### src/rtl/core/dam_pkg.sv
// Shared constants and types for the differential axis mixer.
package dam_pkg;

  localparam int ANGLE_BITS_DEF = 32;
  localparam int GEAR_BITS_DEF  = 16;

  localparam int SPEED_W    = 32;
  localparam int RATIO_W    = 17;
  localparam int RATIO_FRAC = 16;
  localparam int NORM_W     = 32;
  localparam int RDIV_W     = NORM_W + RATIO_FRAC;

  localparam logic [RATIO_W-1:0] FLOOR_RATIO = 17'd3277;
  localparam logic [NORM_W-1:0]  NEAR_RAW    = 32'd3276;

  localparam int CFG_ADDR_W = 2;
  localparam logic [CFG_ADDR_W-1:0] REG_HEADING_GEAR   = 2'd0;
  localparam logic [CFG_ADDR_W-1:0] REG_ELEVATION_GEAR = 2'd1;
  localparam logic [CFG_ADDR_W-1:0] REG_FULL_SPEED     = 2'd2;

  localparam logic [SPEED_W-1:0] FULL_SPEED_RST = 32'd1310720;
  localparam int HEADING_GEAR_RST   = 1536;
  localparam int ELEVATION_GEAR_RST = 210;

  typedef struct packed {
    logic vld;
    logic closed;
    logic near;
  } ctl_t;

endpackage

### src/rtl/core/dam_front.sv
// Front pipeline: gear scaling, mixing, errors and normalisation.
module dam_front #(
  parameter int ANGLE_BITS = dam_pkg::ANGLE_BITS_DEF,
  parameter int GEAR_BITS  = dam_pkg::GEAR_BITS_DEF
) (
  input  logic                         clk,
  input  logic                         rst_n,
  input  logic                         en,
  input  logic                         in_vld,
  input  logic                         in_closed,
  input  logic signed [ANGLE_BITS-1:0] h_in,
  input  logic signed [ANGLE_BITS-1:0] e_in,
  input  logic signed [ANGLE_BITS-1:0] sa_in,
  input  logic signed [ANGLE_BITS-1:0] sb_in,
  input  logic [GEAR_BITS-1:0]         hg,
  input  logic [GEAR_BITS-1:0]         eg,
  output dam_pkg::ctl_t                ctl_o,
  output logic signed [ANGLE_BITS-1:0] ta_o,
  output logic signed [ANGLE_BITS-1:0] tb_o,
  output logic [dam_pkg::NORM_W-1:0]   err_a_o,
  output logic [dam_pkg::NORM_W-1:0]   err_b_o,
  output logic [dam_pkg::NORM_W-1:0]   mx_o,
  output logic [ANGLE_BITS:0]          sum_h_mag_o,
  output logic [ANGLE_BITS:0]          sum_e_mag_o,
  output logic                         sum_h_neg_o,
  output logic                         sum_e_neg_o
);

  localparam int A  = ANGLE_BITS;
  localparam int PW = ANGLE_BITS + GEAR_BITS;
  localparam int SW = PW - 8;
  localparam int XW = (A + 1 > dam_pkg::NORM_W) ? A + 1 : dam_pkg::NORM_W;
  localparam int SHN = XW - dam_pkg::NORM_W;
  localparam int SHW = (SHN > 0) ? $clog2(SHN + 1) : 1;
  localparam logic signed [A-1:0] AMAX = {1'b0, {(A-1){1'b1}}};
  localparam logic signed [A-1:0] AMIN = {1'b1, {(A-1){1'b0}}};
  localparam logic [SW-1:0] HALF = SW'(1) << (A - 1);

  dam_pkg::ctl_t ctl1_r, ctl2_r, ctl3_r, ctl4_r, ctl5_r;

  // stage 1: magnitude times gear
  logic [A-1:0]  mag_h, mag_e;
  logic [PW-1:0] prod_h_r, prod_e_r;
  logic          neg_h_r, neg_e_r;
  logic signed [A-1:0] sa1_r, sb1_r;

  always_comb begin
    mag_h = h_in[A-1] ? A'(~h_in + 1'b1) : h_in;
    mag_e = e_in[A-1] ? A'(~e_in + 1'b1) : e_in;
  end

  always_ff @(posedge clk) begin
    if (en) begin
      prod_h_r <= PW'(mag_h) * PW'(hg);
      prod_e_r <= PW'(mag_e) * PW'(eg);
      neg_h_r  <= h_in[A-1];
      neg_e_r  <= e_in[A-1];
      sa1_r    <= sa_in;
      sb1_r    <= sb_in;
    end
  end

  // stage 2: drop fraction, restore sign, saturate
  function automatic logic signed [A-1:0] gsat(input logic [SW-1:0] p, input logic neg);
    logic signed [A-1:0] res;
    if (neg) res = (p >= HALF) ? AMIN : -$signed(p[A-1:0]);
    else     res = (p >= HALF) ? AMAX : $signed(p[A-1:0]);
    return res;
  endfunction

  logic signed [A-1:0] hm2_r, em2_r, sa2_r, sb2_r;

  always_ff @(posedge clk) begin
    if (en) begin
      hm2_r <= gsat(prod_h_r[PW-1:8], neg_h_r);
      em2_r <= gsat(prod_e_r[PW-1:8], neg_e_r);
      sa2_r <= sa1_r;
      sb2_r <= sb1_r;
    end
  end

  // stage 3: sum and difference
  function automatic logic signed [A-1:0] asat(input logic signed [A:0] s);
    logic signed [A-1:0] res;
    if (s[A] != s[A-1]) res = s[A] ? AMIN : AMAX;
    else                res = s[A-1:0];
    return res;
  endfunction

  logic signed [A:0]   mix_a, mix_b;
  logic signed [A-1:0] ta3_r, tb3_r, sa3_r, sb3_r;

  always_comb begin
    mix_a = {hm2_r[A-1], hm2_r} + {em2_r[A-1], em2_r};
    mix_b = {hm2_r[A-1], hm2_r} - {em2_r[A-1], em2_r};
  end

  always_ff @(posedge clk) begin
    if (en) begin
      ta3_r <= asat(mix_a);
      tb3_r <= asat(mix_b);
      sa3_r <= sa2_r;
      sb3_r <= sb2_r;
    end
  end

  // stage 4: errors and shaft sums
  function automatic logic [A:0] mag1(input logic signed [A:0] x);
    return x[A] ? (A+1)'(~x + 1'b1) : x;
  endfunction

  logic signed [A:0]   da, db, sh, se;
  logic [A:0]          ea4_r, eb4_r, shm4_r, sem4_r;
  logic                shn4_r, sen4_r;
  logic signed [A-1:0] ta4_r, tb4_r;

  always_comb begin
    da = {ta3_r[A-1], ta3_r} - {sa3_r[A-1], sa3_r};
    db = {tb3_r[A-1], tb3_r} - {sb3_r[A-1], sb3_r};
    sh = {sa3_r[A-1], sa3_r} + {sb3_r[A-1], sb3_r};
    se = {sa3_r[A-1], sa3_r} - {sb3_r[A-1], sb3_r};
  end

  always_ff @(posedge clk) begin
    if (en) begin
      ea4_r  <= mag1(da);
      eb4_r  <= mag1(db);
      shm4_r <= mag1(sh);
      sem4_r <= mag1(se);
      shn4_r <= sh[A];
      sen4_r <= se[A];
      ta4_r  <= ta3_r;
      tb4_r  <= tb3_r;
    end
  end

  // stage 5: larger error, near test, scale errors down to 32 bits
  logic [XW-1:0]  ea_x, eb_x, mx_x;
  logic [SHW-1:0] shift;
  logic           near;

  always_comb begin
    ea_x  = XW'(ea4_r);
    eb_x  = XW'(eb4_r);
    mx_x  = (ea_x > eb_x) ? ea_x : eb_x;
    near  = mx_x <= XW'(dam_pkg::NEAR_RAW);
    shift = '0;
    for (int s = SHN; s >= 0; s--) begin
      if (((mx_x >> s) >> dam_pkg::NORM_W) == '0) shift = SHW'(s);
    end
  end

  always_ff @(posedge clk) begin
    if (en) begin
      err_a_o     <= dam_pkg::NORM_W'(ea_x >> shift);
      err_b_o     <= dam_pkg::NORM_W'(eb_x >> shift);
      mx_o        <= dam_pkg::NORM_W'(mx_x >> shift);
      sum_h_mag_o <= shm4_r;
      sum_e_mag_o <= sem4_r;
      sum_h_neg_o <= shn4_r;
      sum_e_neg_o <= sen4_r;
      ta_o        <= ta4_r;
      tb_o        <= tb4_r;
    end
  end

  // control travels with the data
  dam_pkg::ctl_t ctl5_nxt;

  always_comb begin
    ctl5_nxt      = ctl4_r;
    ctl5_nxt.near = near;
  end

  always_ff @(posedge clk) begin
    if (!rst_n) begin
      ctl1_r <= '0;
      ctl2_r <= '0;
      ctl3_r <= '0;
      ctl4_r <= '0;
      ctl5_r <= '0;
    end else if (en) begin
      ctl1_r <= '{vld: in_vld, closed: in_closed, near: 1'b0};
      ctl2_r <= ctl1_r;
      ctl3_r <= ctl2_r;
      ctl4_r <= ctl3_r;
      ctl5_r <= ctl5_nxt;
    end
  end

  assign ctl_o = ctl5_r;

endmodule

### config.mk
export PLATFORM = sky130hd
export DESIGN_NAME = dam_front
export DESIGN_NICKNAME = d
export VERILOG_FILES = /design/src/rtl/core/dam_pkg.sv /design/src/rtl/core/dam_front.sv
export SDC_FILE = /design/constraint.sdc
export NUM_CORES = 2
export LEC_CHECK = 0
export BUFFER_PORTS_ARGS = -buffer_cell sky130_fd_sc_hd__buf_2
export CORE_MARGIN = 4
export CORE_UTILIZATION = 39
export DETAILED_ROUTE_END_ITERATION = 16
export PLACE_DENSITY_LB_ADDON = 0.12
export SLEW_MARGIN = 20
export SYNTH_ARGS = -nofsm -noshare
export SYNTH_HDL_FRONTEND = slang
export SYNTH_SLANG_ARGS = --single-unit
export TNS_END_PERCENT = 10
### constraint.sdc
create_clock -name clk -period 13.4 [get_ports clk]
set_input_delay 2.68 -clock clk [delete_from_list [all_inputs] [get_ports clk]]
set_output_delay 2.68 -clock clk [all_outputs]
set_load 0.01 [all_outputs]
==> impl_metrics.env <==
export IMPL_regArea_um2=25000
export IMPL_nNetsFinal=9035
export IMPL_drtIter0Drc=3297
export IMPL_drive_gt1_frac=0.102
export IMPL_die_area_um2=201000
export IMPL_num_vias=53100
export IMPL_rows=161
export IMPL_slowest_stage="or4_4"
export IMPL_async_flop_share=0
export IMPL_cts_resized=0
export IMPL_place_ws_ns=1.37
export IMPL_min_period_ns=11.33
export IMPL_endpoint_kind="register"
export IMPL_avgSynthCellArea_um2=10.4
export IMPL_tightest_slew_ns=1.15
export IMPL_min_path_type="register to register"
export IMPL_cts_sinks=837
export IMPL_port_buffer_count=395
export IMPL_timing_worst_setup_path_type="input port to register"
export IMPL_max_stage_delay_ns=0.55
export IMPL_dr_pass1_iters=5
export IMPL_cts_tree="built"
export IMPL_netlist_area_um2=75700
export IMPL_yosys_warnings=0
export IMPL_core_um2=193000
export IMPL_synth_ff_type="edfxtp_1"
export IMPL_post_cts_buffers=0
export IMPL_fmax_mhz=88.3
export IMPL_max_slew_margin_rel=0.220
export IMPL_die_height_um=449
export IMPL_area_growth_pct=10.4
export IMPL_drc=0
export IMPL_grt_overflow_total=0
export IMPL_path_clk_slew_ns=0.06
export IMPL_synth_top_cell_by_area="edfxtp_1"
export IMPL_grt_pass1_vias=55500
export IMPL_numCtsBuffers=90
export IMPL_grt_usage=0.210
export IMPL_startpoint_type="input port"
export IMPL_setup_viol=0
export IMPL_cp_common_cell="fa_1"
export IMPL_wirelength_mm=214
export IMPL_hold_viol=0
export IMPL_synth_seq_area_share=0.331
export IMPL_fin_worst_skew_ns=0.0408
export IMPL_tns_ns=0
export IMPL_synth_top_area_frac=0.328
export IMPL_io_pins=396
export IMPL_gp_congestion=0.874
export IMPL_slew_violations=0
export IMPL_fillCellCount=18400
export IMPL_grt_first_pass_wirelength_mm=330
export IMPL_dp_hpwl_mm=167
export IMPL_cp_required_ns=13.83
export IMPL_cts_buffer_depth=3
export IMPL_htreeDepth=3
export IMPL_netlist_top_cells_area="edfxtp_1 33%, fa_1 22%, ha_1 7.7%"
export IMPL_dieWidth_um=449
export IMPL_grt_max_degree=167
export IMPL_synth_most_common_cell="inv_1"
export IMPL_crit_arrival_ns=11.76
export IMPL_cts_root_buf="clkbuf_16"
export IMPL_drv_cap=0
export IMPL_crit_path_max_fanout=16
export IMPL_routedWlPerCell_um=21.0
export IMPL_synth_seq_cells=837
export IMPL_antenna_found_initial=5
export IMPL_netlist_instances=7311
export IMPL_run_status="finished clean"
export IMPL_setup_ws_ns=2.07
export IMPL_start_util=0.393
export IMPL_worstSkewPairLatency_ns=0.70
export IMPL_syn_nets=8783
export IMPL_multiInputGateArea_um2=45700
export IMPL_design_area_um2=83600
export IMPL_antenna_left=0
export IMPL_rsz0062_at_grt="false"
export IMPL_period_share=0.846
export IMPL_postPlaceCellArea_um2=80600
export IMPL_synth_cell_types=108
export IMPL_synthTopCellsByCount="1103 x inv_1, 840 x fa_1, 826 x edfxtp_1"
export IMPL_vias_per_cell=5.23
export IMPL_synth_edf_count=826
export IMPL_ctsHoldBuffers=0
-- kinds of logic after synthesis --
| kind of cell | share of synthesized area |
|---|---|
| AOI/OAI and AO/OA | 0.0945 |
| xor gates and xnor gates | 0.0488 |
| adders and majority gates | 0.301 |
| buffers and inverters | 0.0705 |
| DFF | 0.331 |
| muxes | 0.0168 |
| and+or+nand+nor | 0.138 |
-- cell type report --
class / count / share of cell area
antenna: 2 / 0.0000599
clock buffer: 102 / 0.0277
clock inverter: 59 / 0.00771
inverter: 1105 / 0.0496
multi-input combinational: 5064 / 0.547
sequential: 837 / 0.299
tap: 2526 / 0.0378
timing repair buffer: 465 / 0.0307
-- flip-flops by register name (all words and copies together), names as in the netlist, 33 cells and up --
name         flops
ea4_r           33
shm4_r          33
prod_h_r        40
sum_h_mag_o     33
prod_e_r        40
eb4_r           33
-- per-stage QoR --
step,utilization,hold WS [ns],std cells
2_1_floorplan,-,0.400,7311
3_3_place_gp,0.418,0.403,9997
3_5_place_dp,0.418,0.405,9997
4_1_cts,0.434,0.377,10200
5_1_grt,0.434,0.386,10200
6_report,0.434,0.383,10200
-- cells in the final DEF (no fill, tap or decap), types with 64 or more instances in the layout --
| cell type | synthesis | final |
|---|---|---|
| buf_4 | 1 | 66 |
| nor2b_1 | 91 | 91 |
| mux2_2 | 64 | 64 |
| nand2_1 | 795 | 795 |
| xnor2_1 | 290 | 248 |
| inv_1 | 1103 | 1103 |
| fa_1 | 840 | 840 |
| a21oi_1 | 334 | 333 |
| clkbuf_16 | 0 | 91 |
| xor2_1 | 130 | 129 |
| ha_1 | 467 | 467 |
| nor2_1 | 308 | 307 |
| buf_2 | 16 | 394 |
| o21ai_0 | 206 | 206 |
| nor3_1 | 101 | 101 |
| a21o_1 | 110 | 110 |
| edfxtp_1 | 826 | 826 |
| and2_1 | 427 | 427 |
-- critical path: cells and delay by family --
kind            cells  cell delay [ns]
compound gates      8             2.02
xor+xnor            2             0.23
buf+inv             5             0.54
fa+ha+maj           7             3.38
simple gates       12             2.90
-- per-layer routing --
metal	GRT usage	wire length, um
met1	0.266	90100
met2	0.378	109000
met3	0.0209	7130
met4	0.0660	6930
met5	0	13
-- path summary, 6_finish.rpt --
kind / from / endpoint / slack, ns / depth (start not counted)
setup / recovery: e_in[5] / prod_e_r[47] / 2.07 / 34
setup reg to reg: tb3_r[0] / eb4_r[32] / 7.99 / 15
hold / removal: ta4_r[14] / ta_o[14] / 0.38 / 0
hold reg to reg: ta4_r[14] / ta_o[14] / 0.38 / 0
Power is not shown: default switching activity piles up to over one toggle a cycle in this logic, so the estimate is an artifact.
